File: config.mk
export PLATFORM = sky130hd
export DESIGN_NAME = bounded_circular_deque_flat
export DESIGN_NICKNAME = d
export VERILOG_FILES = /design/src/bcd_pkg.sv /design/src/bcd_if.sv /design/src/bcd_ctrl.sv /design/src/bcd_datapath.sv /design/src/bounded_circular_deque.sv /design/src/flat_wrapper.sv
export SDC_FILE = /design/constraint.sdc
export NUM_CORES = 1
export LEC_CHECK = 0
export BUFFER_PORTS_ARGS = -buffer_cell sky130_fd_sc_hd__buf_4
export CELL_PAD_IN_SITES_DETAIL_PLACEMENT = 2
export CELL_PAD_IN_SITES_GLOBAL_PLACEMENT = 2
export CORE_MARGIN = 10
export CORE_UTILIZATION = 39
export DETAILED_ROUTE_END_ITERATION = 8
export GPL_TIMING_DRIVEN = 0
export PLACE_DENSITY_LB_ADDON = 0.1
export SLEW_MARGIN = 20
export SYNTH_ARGS = -nofsm -noshare
export SYNTH_HDL_FRONTEND = slang
export SYNTH_SLANG_ARGS = --single-unit
File: constraint.sdc
create_clock -name clock -period 4.05 [get_ports clock]
set_input_delay 0.405 -clock clock [delete_from_list [all_inputs] [get_ports clock]]
set_output_delay 0.405 -clock clock [all_outputs]
set_load 0.01 [all_outputs]
File: src/bcd_pkg.sv
`timescale 1ns / 1ps
// ----------------------------------------------------------------------------
// bcd_pkg - shared types and helpers for the bounded circular deque
// Sizes, operation codes, controller states, the command/status bundles
// and the modular pointer arithmetic of the ring.
// ----------------------------------------------------------------------------
package bcd_pkg;

   localparam int STORE_DEPTH = 16;
   localparam int PTR_W       = $clog2(STORE_DEPTH);
   localparam int CNT_W       = $clog2(STORE_DEPTH + 1);
   localparam int DATA_W      = 32;
   localparam int MODE_W      = 2;

   typedef enum logic [MODE_W-1:0] {
      MODE_PUSH_FRONT = 2'd0,
      MODE_PUSH_REAR  = 2'd1,
      MODE_POP_FRONT  = 2'd2,
      MODE_POP_REAR   = 2'd3
   } mode_type;

   typedef enum logic [1:0] {
      ST_IDLE  = 2'd0,
      ST_EXEC  = 2'd1,
      ST_FETCH = 2'd2,
      ST_LOAD  = 2'd3
   } state_type;

   // controller to datapath
   typedef struct packed {
      logic capture;   // latch the incoming transaction
      logic execute;   // update store, pointers and count
      logic fetch;     // read front and rear entries
      logic load;      // fill the response register
   } cmd_type;

   // datapath to controller
   typedef struct packed {
      logic out_free;  // response register can take a new result
   } status_type;

   // clamp a written capacity into 1..STORE_DEPTH
   function automatic logic [CNT_W-1:0] eff_cap(input logic [CNT_W-1:0] raw);
      logic [CNT_W-1:0] res;
      res = raw;
      if (raw == '0) begin
         res = CNT_W'(1);
      end else if (raw > CNT_W'(STORE_DEPTH)) begin
         res = CNT_W'(STORE_DEPTH);
      end
      return res;
   endfunction

   // step forward around the ring
   function automatic logic [PTR_W-1:0] ring_inc(input logic [PTR_W-1:0] p,
                                                 input logic [CNT_W-1:0] cap);
      logic [CNT_W-1:0] nxt;
      nxt = CNT_W'(p) + CNT_W'(1);
      return (nxt >= cap) ? '0 : nxt[PTR_W-1:0];
   endfunction

   // step backward around the ring
   function automatic logic [PTR_W-1:0] ring_dec(input logic [PTR_W-1:0] p,
                                                 input logic [CNT_W-1:0] cap);
      logic [CNT_W-1:0] top;
      top = cap - CNT_W'(1);
      return (p == '0) ? top[PTR_W-1:0] : p - PTR_W'(1);
   endfunction

endpackage

File: src/bcd_if.sv
`timescale 1ns / 1ps
// ----------------------------------------------------------------------------
// bcd_if - channel interfaces of the bounded circular deque
// Request, response and capacity-write channels, each valid/ready.
// ----------------------------------------------------------------------------
interface bcd_req_if;
   logic               valid;
   logic               ready;
   logic [1:0]         mode;
   logic signed [31:0] value;
   modport source (output valid, mode, value, input ready);
   modport sink   (input valid, mode, value, output ready);
endinterface

interface bcd_rsp_if;
   logic               valid;
   logic               ready;
   logic               ok;
   logic signed [31:0] front_value;
   logic signed [31:0] rear_value;
   logic               is_empty;
   logic               is_full;
   modport source (output valid, ok, front_value, rear_value, is_empty, is_full,
                   input ready);
   modport sink   (input valid, ok, front_value, rear_value, is_empty, is_full,
                   output ready);
endinterface

interface bcd_csr_if;
   logic       valid;
   logic       ready;
   logic [4:0] capacity;
   modport source (output valid, capacity, input ready);
   modport sink   (input valid, capacity, output ready);
endinterface

File: src/bcd_ctrl.sv
`timescale 1ns / 1ps
// ----------------------------------------------------------------------------
// bcd_ctrl - operation sequencer
// Steps each transaction through execute, fetch and load, and holds the
// load until the response register is free.
// ----------------------------------------------------------------------------
module bcd_ctrl (
   input  logic                clock,
   input  logic                reset,
   input  logic                req_valid,
   output logic                req_ready,
   input  bcd_pkg::status_type status,
   output bcd_pkg::cmd_type    cmd
);
   import bcd_pkg::*;

   state_type state_ff;
   state_type state_in;

   // advance state
   always_ff @(posedge clock) begin
      if (reset) begin
         state_ff <= ST_IDLE;
      end else begin
         state_ff <= state_in;
      end
   end

   // next state
   always_comb begin
      state_in = state_ff;
      unique case (state_ff)
         ST_IDLE: begin
            if (req_valid) begin
               state_in = ST_EXEC;
            end
         end
         ST_EXEC:  state_in = ST_FETCH;
         ST_FETCH: state_in = ST_LOAD;
         ST_LOAD: begin
            if (status.out_free) begin
               state_in = ST_IDLE;
            end
         end
         default:  state_in = ST_IDLE;
      endcase
   end

   // outputs
   always_comb begin
      req_ready   = 1'b0;
      cmd         = '0;
      unique case (state_ff)
         ST_IDLE: begin
            req_ready   = 1'b1;
            cmd.capture = req_valid;
         end
         ST_EXEC:  cmd.execute = 1'b1;
         ST_FETCH: cmd.fetch   = 1'b1;
         ST_LOAD:  cmd.load    = status.out_free;
         default: begin
            req_ready = 1'b0;
         end
      endcase
   end

endmodule

File: src/bcd_datapath.sv
`timescale 1ns / 1ps
// ----------------------------------------------------------------------------
// bcd_datapath - ring store, pointers, count and response register
// Carries out the operation picked by the controller and builds the result.
// ----------------------------------------------------------------------------
module bcd_datapath (
   input  logic                       clock,
   input  logic                       reset,
   input  bcd_pkg::cmd_type           cmd,
   output bcd_pkg::status_type        status,
   input  logic [bcd_pkg::MODE_W-1:0] req_mode,
   input  logic [bcd_pkg::DATA_W-1:0] req_value,
   input  logic                       csr_write,
   input  logic [bcd_pkg::CNT_W-1:0]  csr_capacity,
   output logic                       rsp_valid,
   input  logic                       rsp_ready,
   output logic                       rsp_ok,
   output logic [bcd_pkg::DATA_W-1:0] rsp_front_value,
   output logic [bcd_pkg::DATA_W-1:0] rsp_rear_value,
   output logic                       rsp_is_empty,
   output logic                       rsp_is_full
);
   import bcd_pkg::*;

   logic [DATA_W-1:0] store_mem [STORE_DEPTH];

   mode_type          mode_ff;
   logic [DATA_W-1:0] value_ff;
   logic [CNT_W-1:0]  cap_ff,   cap_in;
   logic [PTR_W-1:0]  front_ff, front_in;
   logic [PTR_W-1:0]  rear_ff,  rear_in;
   logic [CNT_W-1:0]  count_ff, count_in;
   logic              ok_ff,    ok_in;
   logic [DATA_W-1:0] rd_front_ff;
   logic [DATA_W-1:0] rd_rear_ff;
   logic              out_valid_ff, out_valid_in;
   logic              out_ok_ff;
   logic [DATA_W-1:0] out_front_ff, out_rear_ff;
   logic              out_empty_ff, out_full_ff;

   logic              full;
   logic              is_push;
   logic              do_write;
   logic [PTR_W-1:0]  wr_addr;

   // capture the transaction payload
   always_ff @(posedge clock) begin
      if (cmd.capture) begin
         mode_ff  <= mode_type'(req_mode);
         value_ff <= req_value;
      end
   end

   // operation decode
   always_comb begin
      full     = (count_ff >= cap_ff);
      is_push  = (mode_ff == MODE_PUSH_FRONT) || (mode_ff == MODE_PUSH_REAR);
      ok_in    = is_push ? !full : (count_ff != '0);
      do_write = cmd.execute && is_push && ok_in;
      wr_addr  = (mode_ff == MODE_PUSH_FRONT) ? front_ff : rear_ff;
   end

   // next pointers, count and capacity
   always_comb begin
      cap_in   = cap_ff;
      front_in = front_ff;
      rear_in  = rear_ff;
      count_in = count_ff;
      if (csr_write) begin
         cap_in   = eff_cap(csr_capacity);
         front_in = '0;
         rear_in  = ring_inc('0, cap_in);
         count_in = '0;
      end else if (cmd.execute && ok_in) begin
         case (mode_ff)
            MODE_PUSH_FRONT: begin
               front_in = ring_dec(front_ff, cap_ff);
               count_in = count_ff + CNT_W'(1);
            end
            MODE_PUSH_REAR: begin
               rear_in  = ring_inc(rear_ff, cap_ff);
               count_in = count_ff + CNT_W'(1);
            end
            MODE_POP_FRONT: begin
               front_in = ring_inc(front_ff, cap_ff);
               count_in = count_ff - CNT_W'(1);
            end
            default: begin
               rear_in  = ring_dec(rear_ff, cap_ff);
               count_in = count_ff - CNT_W'(1);
            end
         endcase
      end
   end

   // hold ring state
   always_ff @(posedge clock) begin
      if (reset) begin
         cap_ff   <= CNT_W'(STORE_DEPTH);
         front_ff <= '0;
         rear_ff  <= ring_inc('0, CNT_W'(STORE_DEPTH));
         count_ff <= '0;
      end else begin
         cap_ff   <= cap_in;
         front_ff <= front_in;
         rear_ff  <= rear_in;
         count_ff <= count_in;
      end
   end

   // keep the outcome of the operation
   always_ff @(posedge clock) begin
      if (cmd.execute) begin
         ok_ff <= ok_in;
      end
   end

   // store write and registered reads of the end entries
   always_ff @(posedge clock) begin
      if (do_write) begin
         store_mem[wr_addr] <= value_ff;
      end
      if (cmd.fetch) begin
         rd_front_ff <= store_mem[ring_inc(front_ff, cap_ff)];
         rd_rear_ff  <= store_mem[ring_dec(rear_ff, cap_ff)];
      end
   end

   // response valid: set on load, drop when taken
   always_comb begin
      out_valid_in = out_valid_ff;
      if (cmd.load) begin
         out_valid_in = 1'b1;
      end else if (rsp_ready) begin
         out_valid_in = 1'b0;
      end
   end

   always_ff @(posedge clock) begin
      if (reset) begin
         out_valid_ff <= 1'b0;
      end else begin
         out_valid_ff <= out_valid_in;
      end
   end

   // response payload
   always_ff @(posedge clock) begin
      if (cmd.load) begin
         out_ok_ff    <= ok_ff;
         out_front_ff <= (count_ff == '0) ? '1 : rd_front_ff;
         out_rear_ff  <= (count_ff == '0) ? '1 : rd_rear_ff;
         out_empty_ff <= (count_ff == '0);
         out_full_ff  <= full;
      end
   end

   assign status.out_free = !out_valid_ff || rsp_ready;

   assign rsp_valid       = out_valid_ff;
   assign rsp_ok          = out_ok_ff;
   assign rsp_front_value = out_front_ff;
   assign rsp_rear_value  = out_rear_ff;
   assign rsp_is_empty    = out_empty_ff;
   assign rsp_is_full     = out_full_ff;

endmodule

File: src/bounded_circular_deque.sv
`timescale 1ns / 1ps
// ----------------------------------------------------------------------------
// bounded_circular_deque - ring-buffer double-ended queue
// Push/pop at either end with a programmable capacity; one result per
// operation with the outcome, both end values and the empty/full flags.
//
//   channel    dir  payload                                        handshake
//   req_chan   in   mode, value                                    valid/ready
//   rsp_chan   out  ok, front_value, rear_value, is_empty, is_full valid/ready
//   csr_chan   in   capacity                                       valid/ready
//
// Each operation steps through accept, execute, fetch of both end entries
// from the registered-read store, and load of the response register.
// Reset empties the deque and sets the capacity to 16; the store keeps no
// reset value. A capacity write empties the deque and is always taken.
// A stalled response holds only the load step; a new request is taken
// while the previous result still waits in the response register.
// ----------------------------------------------------------------------------
module bounded_circular_deque (
   input logic      clock,
   input logic      reset,
   bcd_req_if.sink  req_chan,
   bcd_rsp_if.source rsp_chan,
   bcd_csr_if.sink  csr_chan
);
   import bcd_pkg::*;

   cmd_type    cmd;
   status_type status;
   logic       req_ready;

   assign req_chan.ready = req_ready;
   assign csr_chan.ready = 1'b1;

   bcd_ctrl u_ctrl (
      .clock     (clock),
      .reset     (reset),
      .req_valid (req_chan.valid),
      .req_ready (req_ready),
      .status    (status),
      .cmd       (cmd)
   );

   bcd_datapath u_datapath (
      .clock           (clock),
      .reset           (reset),
      .cmd             (cmd),
      .status          (status),
      .req_mode        (req_chan.mode),
      .req_value       (req_chan.value),
      .csr_write       (csr_chan.valid),
      .csr_capacity    (csr_chan.capacity),
      .rsp_valid       (rsp_chan.valid),
      .rsp_ready       (rsp_chan.ready),
      .rsp_ok          (rsp_chan.ok),
      .rsp_front_value (rsp_chan.front_value),
      .rsp_rear_value  (rsp_chan.rear_value),
      .rsp_is_empty    (rsp_chan.is_empty),
      .rsp_is_full     (rsp_chan.is_full)
   );

`ifndef SYNTHESIS
   // an accepted request goes straight to execution
   a_accept_exec: assert property (@(posedge clock) disable iff (reset)
      (req_chan.valid && req_ready) |=> cmd.execute)
      else $error("accepted request did not execute");

   // the store is read right after execution
   a_exec_fetch: assert property (@(posedge clock) disable iff (reset)
      cmd.execute |=> (cmd.fetch && !req_ready))
      else $error("execution not followed by fetch");

   // a full deque is never empty, capacity is at least one
   a_full_not_empty: assert property (@(posedge clock) disable iff (reset)
      (rsp_chan.valid && rsp_chan.is_full) |-> !rsp_chan.is_empty)
      else $error("response both full and empty");
`endif

endmodule
File: src/flat_wrapper.sv
// flat-port wrapper written by rule: the top's interface ports become plain ports
module bounded_circular_deque_flat import bcd_pkg::*;
  (clock, reset, req_chan_valid, req_chan_mode, req_chan_value, req_chan_ready, rsp_chan_valid, rsp_chan_ok, rsp_chan_front_value, rsp_chan_rear_value, rsp_chan_is_empty, rsp_chan_is_full, rsp_chan_ready, csr_chan_valid, csr_chan_capacity, csr_chan_ready);
  bcd_req_if req_chan_i ();
  bcd_rsp_if rsp_chan_i ();
  bcd_csr_if csr_chan_i ();
  input logic clock;
  input logic reset;
  input wire logic [$bits(req_chan_i.valid)-1:0] req_chan_valid;
  input wire logic [$bits(req_chan_i.mode)-1:0] req_chan_mode;
  input wire logic [$bits(req_chan_i.value)-1:0] req_chan_value;
  output wire logic [$bits(req_chan_i.ready)-1:0] req_chan_ready;
  output wire logic [$bits(rsp_chan_i.valid)-1:0] rsp_chan_valid;
  output wire logic [$bits(rsp_chan_i.ok)-1:0] rsp_chan_ok;
  output wire logic [$bits(rsp_chan_i.front_value)-1:0] rsp_chan_front_value;
  output wire logic [$bits(rsp_chan_i.rear_value)-1:0] rsp_chan_rear_value;
  output wire logic [$bits(rsp_chan_i.is_empty)-1:0] rsp_chan_is_empty;
  output wire logic [$bits(rsp_chan_i.is_full)-1:0] rsp_chan_is_full;
  input wire logic [$bits(rsp_chan_i.ready)-1:0] rsp_chan_ready;
  input wire logic [$bits(csr_chan_i.valid)-1:0] csr_chan_valid;
  input wire logic [$bits(csr_chan_i.capacity)-1:0] csr_chan_capacity;
  output wire logic [$bits(csr_chan_i.ready)-1:0] csr_chan_ready;
  assign req_chan_i.valid = req_chan_valid;
  assign req_chan_i.mode = req_chan_mode;
  assign req_chan_i.value = req_chan_value;
  assign req_chan_ready = req_chan_i.ready;
  assign rsp_chan_valid = rsp_chan_i.valid;
  assign rsp_chan_ok = rsp_chan_i.ok;
  assign rsp_chan_front_value = rsp_chan_i.front_value;
  assign rsp_chan_rear_value = rsp_chan_i.rear_value;
  assign rsp_chan_is_empty = rsp_chan_i.is_empty;
  assign rsp_chan_is_full = rsp_chan_i.is_full;
  assign rsp_chan_i.ready = rsp_chan_ready;
  assign csr_chan_i.valid = csr_chan_valid;
  assign csr_chan_i.capacity = csr_chan_capacity;
  assign csr_chan_ready = csr_chan_i.ready;
  bounded_circular_deque u_core (.clock(clock), .reset(reset), .req_chan(req_chan_i), .rsp_chan(rsp_chan_i), .csr_chan(csr_chan_i));
endmodule
Yosys cells after proc, flatten, opt, wreduce, memory -nomap -nowiden --
Memory sizes are Yosys's and may differ from the RTL's. A register that Yosys moved wholly into a read port is not among the register bits. Cells that the tools add are included.
Storage, ports and cells: flip-flop bits (word level) 123, memory bits (writable) 512, input bits 44, output and inout port bits 70, word-level logic and storage cells 85, memories 1
Cells by class: add/sub/neg operators 7, order comparisons 5, eq/ne operators 8, mux-type cells 27, reductions and logical operators 23
Memories:
- u_core.u_datapath.store_mem | words 16, bits a word 32, rd ports 2, clocked after Yosys merged registers in 2, wr ports 1, RTL line bcd_datapath.sv:25 | logic [DATA_W-1:0] store_mem [STORE_DEPTH];
Operators with widths (count):
- $mux W4 | 7
- $mux W5 | 4
- $pmux W4 S2 | 2
- $ge A5 B5 Y1 | 3
- $sub A4 B1 Y4 const B | 3
- $mux W1 | 11
- $add A4 B1 Y5 const B | 2
- $logic_not A5 Y1 | 2
- $logic_not A4 Y1 | 2
- $pmux W2 S4 | 1
- $eq A2 B2 Y1 const B | 3
- $reduce_and A2 Y1 | 3
- $reduce_bool A2 Y1 | 3
- $reduce_or A2 Y1 | 3
- $add A5 B1 Y5 const B | 1
- $ge A1 B5 Y1 const A | 1
- $gt A5 B5 Y1 const B | 1
- $reduce_bool A5 Y1 | 1
- $sub A5 B1 Y5 const B | 1
- $eq A2 B1 Y1 const B | 2
- $logic_not A2 Y1 | 2
- $mux W2 | 2
- $ne A2 B2 Y1 const B | 2
- $logic_and A1 B1 Y1 | 3
- 3 further kinds | 5

Logic depth before layout (Yosys ltp) --
Gate-level depths: netlist of run 1.
word-level depth 7, mapped depth 14, mapped depth without buffers 9

Cells and area by module --
A second synthesis of run 1 with hierarchy kept.
Second synthesis, totals: cell total of the unflattened synthesis 2669, area, all modules 32417.3 µm²
By module, submodules not included:
- bcd_datapath | instances 1, cells each 2648, area an instance 32213.4 µm²
- bcd_ctrl | instances 1, cells each 19, area an instance 192.7 µm²
- bounded_circular_deque | instances 1, cells each 2, area an instance 11.3 µm²

Least setup slack after synthesis of run 1 --
No wires, ideal clock.
path kind reg2reg, start register u_core.u_ctrl.state_ff[1], end register u_core.u_datapath.out_front_ff[0], in the netlist u_core.u_datapath.rsp_front_value[0] (enable), setup time 0.500 ns, data arrival time 3.528 ns, path slack 0.021 ns, stages on the path, launching flop included 3, buffers on the path 0, cell sequence dfxtp_1 > ha_1 > nor2b_1
RTL lines:
- start, declared | RTL line bcd_ctrl.sv:17 | state_type state_ff;
- start signal, assigned | RTL line bcd_ctrl.sv:25 | state_ff <= state_in;
- end signal, assigned | RTL line bcd_datapath.sv:151 | out_front_ff <= (count_ff == '0) ? '1 : rd_front_ff;
- end, declared | RTL line bcd_datapath.sv:38 | logic [DATA_W-1:0] out_front_ff, out_rear_ff;

Worst setup path in the final report of run 1 --
start register u_core.u_datapath.rear_ff[0], end register u_core.u_datapath.rd_rear_ff[1], read port of u_core.u_datapath.store_mem (data pin)
On the way: word-level cells in the longest chain between the ends 2, elaborated cells on any way between the ends 3, classes of those cells add/sub: 1; mux: 1; reduce/logical: 1
Ends and longest elaborated chain:
- start, declared | RTL line bcd_datapath.sv:31 | logic [PTR_W-1:0] rear_ff, rear_in;
- start signal, assigned | RTL line bcd_datapath.sv:101 | rear_ff <= ring_inc('0, CNT_W'(STORE_DEPTH));
- start signal, assigned | RTL line bcd_datapath.sv:106 | rear_ff <= rear_in;
- $sub A4 B1 Y4 / $logic_not A4 Y1 (equally long branches) | RTL line bcd_pkg.sv:67 | return (p == '0) ? top[PTR_W-1:0] : p - PTR_W'(1);
- $mux W4 (*) | RTL line bcd_pkg.sv:67
- end, declared | RTL line bcd_datapath.sv:35 | logic [DATA_W-1:0] rd_rear_ff;
Every way passes the cells marked *; elsewhere a longest branch is shown, timed or not. A chain may end at the register's enable or synchronous reset.

==> results of run 1 <==
## final timing paths
check                               start                              end
min                  csr_chan_capacity[2]      u_core.u_datapath.cap_ff[2]
max          u_core.u_datapath.rear_ff[0]  u_core.u_datapath.rd_rear_ff[1]
min reg2reg       u_core.u_datapath.ok_ff         u_core.u_datapath.rsp_ok
max reg2reg  u_core.u_datapath.rear_ff[0]  u_core.u_datapath.rd_rear_ff[1]
## cell usage in the layout, fill, tap and decap left out, types with 20 or more instances in the layout
cell | netlist | layout
a21oi_1 | 103 | 101
a22o_1 | 29 | 29
a22oi_1 | 66 | 66
a32oi_2 | 30 | 30
and4_1 | 29 | 29
buf_12 | 0 | 23
buf_2 | 31 | 28
buf_4 | 5 | 142
clkbuf_1 | 152 | 70
clkbuf_16 | 0 | 80
clkbuf_2 | 0 | 73
dfxtp_1 | 21 | 20
dlygate4sd3_1 | 0 | 35
edfxtp_1 | 678 | 678
ha_1 | 27 | 26
inv_1 | 48 | 48
mux2i_1 | 163 | 161
nand2_1 | 536 | 535
nand3_1 | 170 | 170
nor2_1 | 54 | 36
o211ai_1 | 100 | 100
o21ai_0 | 86 | 82
o221ai_1 | 34 | 34
o221ai_2 | 30 | 30
o22ai_1 | 91 | 91
or2_2 | 58 | 58
## area by class of cell
type	instances	area share [%]
antenna	2	0.01275
buffer	211	2.843
clock buffer	95	5.295
clock inverter	46	1.256
inverter	49	0.4686
multi-input combinational	1752	28.91
sequential	699	52.95
tap	1080	3.443
timing repair buffer	188	4.826
## report_power, final
part,total [W],switching (W),internal [W],leakage (nW)
Clock,0.00734,0.00320,0.00414,1.25
Combinational,0.00751,0.00530,0.00221,6.35
Sequential,0.00949,0.000507,0.00898,6.25
## cells by family after synthesis
family                     share of synthesized area, %
and+or+nand+nor                                   12.15
DFF                                               63.19
AOI/OAI and AO/OA                                 15.01
buffers and inverters                             3.223
muxes                                             5.064
adders and majority gates                         1.088
xor gates and xnor gates                         0.2626
other                                           0.01140
## worst max-delay path, cell delays in order, from the launching register on
cell	delay, ns
dfxtp_1	0.32
buf_2	0.19
inv_1	0.24
ha_1	0.33
nor3b_4	0.41
mux2i_2	0.59
clkbuf_2	0.36
clkdlybuf4s15_2	0.55
o211ai_1	0.23
a32oi_2	0.37
o221ai_2	0.15
## repair_timing
| item | in CTS | in global routing |
|---|---|---|
| hold endpoints to repair | 35 | 0 |
| resized for setup | 142 | 66 |
| pin swaps | 2 | 1 |
| setup endpoints to repair | 68 | 64 |
| hold buffers | 35 | 0 |
| buffers inserted | 10 | 2 |
## per-layer routing
metal	vias up	track usage, %	wire length, um
li1	10910	-	-
met1	13790	37.26	58270
met2	1220	49.24	69600
met3	366	4.907	10170
met4	0	14.75	7015
met5	-	0	0
## per-stage QoR
step / hold slack [ns] / instance area, um^2 / std cells / total power, W
2_1_floorplan: 0.4003 / 32880 / 2712 / 0.01334
3_3_place_gp: 0.4082 / 35070 / 3904 / 0.01641
3_5_place_dp: 0.4289 / 35840 / 3933 / 0.01680
4_1_cts: 0.00001626 / 39140 / 4118 / 0.02428
5_1_grt: 0.04060 / 39250 / 4120 / 0.02508
6_report: 0.02277 / 39250 / 4122 / 0.02434
## state kept, by name, summed over array words and instances (netlist names), 2 cells and up
register / flops
u_core.u_datapath.store_mem: 512
u_core.u_datapath.rd_front_ff: 32
u_core.u_datapath.rd_rear_ff: 32
u_core.u_datapath.rsp_front_value: 32
u_core.u_datapath.rsp_rear_value: 32
u_core.u_datapath.value_ff: 32
u_core.u_datapath.cap_ff: 5
u_core.u_datapath.count_ff: 5
u_core.u_datapath.front_ff: 4
u_core.u_datapath.rear_ff: 4
u_core.u_ctrl.state_ff: 2
u_core.u_datapath.mode_ff: 2
==> results.md, run 1 <==
* Remaining global-route overflow at 0
* GPL Wtd Cong at 0.8962
* Kind of end point of the critical path: flop
* Area occupied by multi-input gates at ~11000 um^2
* Count of distinct cell types in the synthesized netlist at 64
* Least setup slack across all paths after layout at -0.0005831 ns
* Cells after synthesis at 2712
* Number of clock sinks at around 700
* Clock transition time at the flip-flop clock pins of the worst setup and hold paths at approximately 0.060 ns
* Number of nets still failing antenna checks after routing at 0
* Final worst path period share at 100.0%
* X dimension of the die at slightly above 300 um
* Pre-antenna DRT Iters at 6
* Post-detail-place hpwl at 99.48 mm
* Count of buffers inserted at the top-level ports at 112
* Worst-case register-to-register setup slack at -0.0006 ns
* R2R cell count at 10
* Global-route wire length before repair at 206.5 mm
* Most common library cells after synthesis: 678 x edfxtp_1, 536 x nand2_1, 170 x nand3_1
* Final setup violating endpoints at 1
* Share of Yosys cell area claimed by the top area cell type at 61.92%
* Worst slew margin at 22.51%
* Post-synthesis instance area at 32880 um^2
* DIE HEIGHT at 310.4 um
* Average cell area after synthesis at 12.12 um^2
* Required time of the critical path at 4.42 ns
* Boundary pin count at 114
* Max_cap viols at 0
* Run status: finished, violations left
* Setup crit start kind: flop
* Peak VDD IR at between 0.0003 and 0.0004 V
* Critical path type: flop to flop
* Arrival time of the worst setup path at 4.42 ns
* Post-detailed-routing wire length at around 150 mm
* Core utilization of the finished layout at between 40% and 50%
* Setup TNS at -0.0005831 ns
* FF+latch count, synth at 699
* Initial antenna violation count at 0
* Net total in the final layout at 3053
* Wire length per cell after detailed routing at roughly 35 um
* Fraction of registers with async set or reset after synthesis at 0%
* Routed vias at 26280
* Fin. max-slew vios at 0
* Area added between synthesis and finish at 19.36%
* DRC violation count after routing at 0
* Effective utilization at floorplan at between 30% and 40%
* Maximum count of clock buffers along a single path at 3
* Violations in the final reports: negative setup slack
* Main flop type after synthesis: edfxtp_1
* Largest net degree at the start of global routing at 37
* Die Outline Area at ~96000 um^2
* CTS Buf Count at 80
* Worst Path Max Fanout at 10
* Std-Cell Rows at ~110
* Clock root buffer master: clkbuf_16
* Share of synthesized area occupied by flip-flops and latches at 63.19%
* Setup repair after global routing missed its margin: yes
* Most frequent cell after synthesis: edfxtp_1
* Number of flops mapped to enable cells by yosys at 678
* Post-synthesis cell type with the largest combined area: edfxtp_1
* Timing-limited maximum frequency at between 0.2 and 0.25 GHz
* Starting DRC count in detailed routing at between 2000 and 3000
* Fraction of final layout cells sized beyond drive strength 1 at 19.08%
* Fillcell total at 8121
* TritonCTS clock tree: yes
* Pwr Density at 620.1 nW/um^2
* Core Area at 83560 um^2
* Worst-margin pin slew at between 1 and 1.5 ns
* Synthesis Warnings at 0
* Post-place setup slack at -1.989 ns
* Leading post-synthesis cells by cell area: edfxtp_1 62%, nand2_1 6.1%, mux2i_1 5.0%
* Worst clock skew on the final layout at 0.02553 ns
* CTS H-tree depth at 3
* Min cycle time layout at between 4 and 5 ns
* Avg Vias per Cell at 6.376
* Final Hold Vio Count at 0
* Total area of sequential cells at just over 20000 um^2
* Leakage power figure at 13.86 nW
* Number of global-route vias before repair at around 29000
* Global-route usage over all layers at 29.69%
* Worst hold path class: input port to flop
* Instance count along the most critical hold path at 3
* Insertion delay of the later-clocked pin in the worst-skew pair at 0.66 ns
* Number of nets in the synthesized netlist at 2784
No activity file was read; power rests on OpenSTA's default activity.
==> inputs of run 2 (changes only) <==
- CELL_PAD_IN_SITES_DETAIL_PLACEMENT: 2 -> 1
==> results.md, run 2 (synthesized netlist as in run 1, its figures left out) <==
* Kind of end point of the critical path: flop
* Peak VDD IR at about 0.0004 V
* DIE HEIGHT at 310.4 um
* Final setup violating endpoints at 0
* Setup repair after global routing missed its margin: no
* Area added between synthesis and finish at 18.95%
* Switching portion of total power at 36.39%
* Post-detail-place hpwl at 93.56 mm
* Arrival time of the worst setup path at ~4.4 ns
* Number of standard cells in the layout, taps in and fillers out at 4119
* DRC violation count after routing at 0
* Post-DP Area at 35840 um^2
* Std-Cell Rows at between 100 and 150
* Number of instances in the placed design at 3933
* Insertion delay of the later-clocked pin in the worst-skew pair at 0.65 ns
* Worst clock skew on the final layout at slightly above 0.02 ns
* Register containing the most flip-flops in the final layout: u_core.u_datapath.store_mem
* Max reg flops at 512
* Initial antenna violation count at 2
* Number of global-route vias before repair at roughly 27000
* Starting DRC count in detailed routing at 2766
* Cell internal power dissipation at 0.01512 W
* X dimension of the die at about 310 um
* Critical path type: flop to flop
* PnR Total Power at roughly 0.024 W
* Avg Vias per Cell at 6.181
* Post-route cell area at 39120 um^2
* Effective utilization at floorplan at between 30% and 40%
* Combinational group share of total power at 30.9%
* GPL Wtd Cong at 0.8962
* Required time of the critical path at 4.41 ns
* Total inserted antenna cells at 0
* TritonCTS clock tree: yes
* Pwr Density at roughly 610 nW/um^2
* Worst slew margin at 18.67%
* Remaining global-route overflow at 0
* Die Outline Area at 96330 um^2
* Number of clock sinks at 699
* Net Sw Power at 0.008650 W
* CTS H-tree depth at 3
* Boundary pin count at 114
* Fraction of final layout cells sized beyond drive strength 1 at 18.89%
* Worst hold path class: input port to flop
* Min cycle time layout at 4.018 ns
* Setup crit start kind: flop
* Wire length per cell after detailed routing at around 33 um
* Net total in the final layout at 3053
* Count of buffers inserted at the top-level ports at 112
* Fin. max-slew vios at 0
* Run status: finished clean
* Pre-antenna DRT Iters at 7
* Clock root buffer master: clkbuf_16
* Timing-limited maximum frequency at 0.2489 GHz
* Worst-margin pin slew at 1.213 ns
* Least setup slack across all paths after layout at 0.03180 ns
* Core Area at 83560 um^2
* Clock group share of total power at 29.3%
* Post-place setup slack at -1.904 ns
* CTS Buf Count at 81
* Post-detailed-routing wire length at 134.1 mm
* Largest net degree at the start of global routing at 37
* Leakage power figure at 13.79 nW
* Number of nets still failing antenna checks after routing at 0
* Commonest non-fill, non-tap cells in the layout: 678 x edfxtp_1, 535 x nand2_1, 170 x nand3_1
* Final Hold Vio Count at 0
* Register share of total power at 39.8%
* Worst Path Max Fanout at 10
* Final worst path period share at 99.21%
* Max_cap viols at 0
* Maximum count of clock buffers along a single path at 3
* Leading cell type in the layout, fill and taps excluded: edfxtp_1
* Clock transition time at the flip-flop clock pins of the worst setup and hold paths at approximately 0.060 ns
* Global-route usage over all layers at between 20% and 30%
* Global-route wire length before repair at 190.1 mm
* Routed vias at 25460
-- run 2: path summary, 6_finish.rpt --
check | endpoint | slack [ns] | depth (start not counted) | from
setup / recovery | u_core.u_datapath.rd_front_ff[13] | 0.03 | 13 | u_core.u_datapath.front_ff[0]
hold / removal | u_core.u_datapath.cap_ff[2] | 0.04 | 3 | csr_chan_capacity[2]
setup reg to reg | u_core.u_datapath.rd_front_ff[13] | 0.03 | 13 | u_core.u_datapath.front_ff[0]
hold reg to reg | u_core.u_datapath.rsp_ok | 0.44 | 0 | u_core.u_datapath.ok_ff
-- run 2: layer usage --
layer / vias to the layer above / GRT usage (%) / share of wire (%)
li1: 10920 / - / -
met1: 13130 / 36.18 / 42
met2: 1136 / 44.43 / 47
met3: 276 / 4.839 / 7.3
met4: 0 / 11.23 / 4.1
met5: - / 0 / 0
-- run 2: power by group through the flow --
| stage | clock (W) | sequential, W | combinational [W] |
|---|---|---|---|
| final | 0.00697 | 0.00946 | 0.00733 |
| after global routing | 0.00736 | 0.00953 | 0.00771 |
| after CTS | 0.00707 | 0.00945 | 0.00722 |
| after detailed placement | 0 | 0.00960 | 0.00705 |
| after global placement | 0 | 0.00962 | 0.00679 |
| after floorplan | 0 | 0.00944 | 0.00390 |
-- run 2: critical path, stage by stage, from the launching register on --
cell,delay [ns]
dfxtp_1,0.37
buf_4,0.25
inv_1,0.13
clkbuf_4,0.23
buf_4,0.23
ha_1,0.35
ha_1,0.29
nand2_1,0.10
o21ai_4,0.34
nand2_2,0.26
nand3_1,0.19
buf_4,0.30
clkbuf_2,0.45
o32ai_1,0.20
-- run 2: per-stage QoR --
stage | TNS, ns | hold WS, ns | utilization, %
2_1_floorplan | 0 | 0.4003 | -
3_3_place_gp | -1153.44 | 0.4082 | 41.98
3_5_place_dp | -58.39 | 0.4304 | 42.89
4_1_cts | 0 | 0.01718 | 46.67
5_1_grt | 0 | 0.04343 | 46.81
6_report | 0 | 0.03858 | 46.81
-- run 2: cell type report --
class	count	area (um^2)
buffer	210	1101
clock buffer	98	2122
clock inverter	43	331.6
fill	8710	44440
inverter	49	183.9
multi-input combinational	1752	11350
sequential	699	20780
tap	1080	1351
timing repair buffer	188	1898
-- run 2: timing repair --
action                                  in CTS  in global routing
endpoints found under the setup margin      68                 64
hold buffers                                35                  0
resized for setup                          115                 92
pin swaps                                    2                  0
setup buffers                               11                  0
endpoints found under the hold margin       35                  0
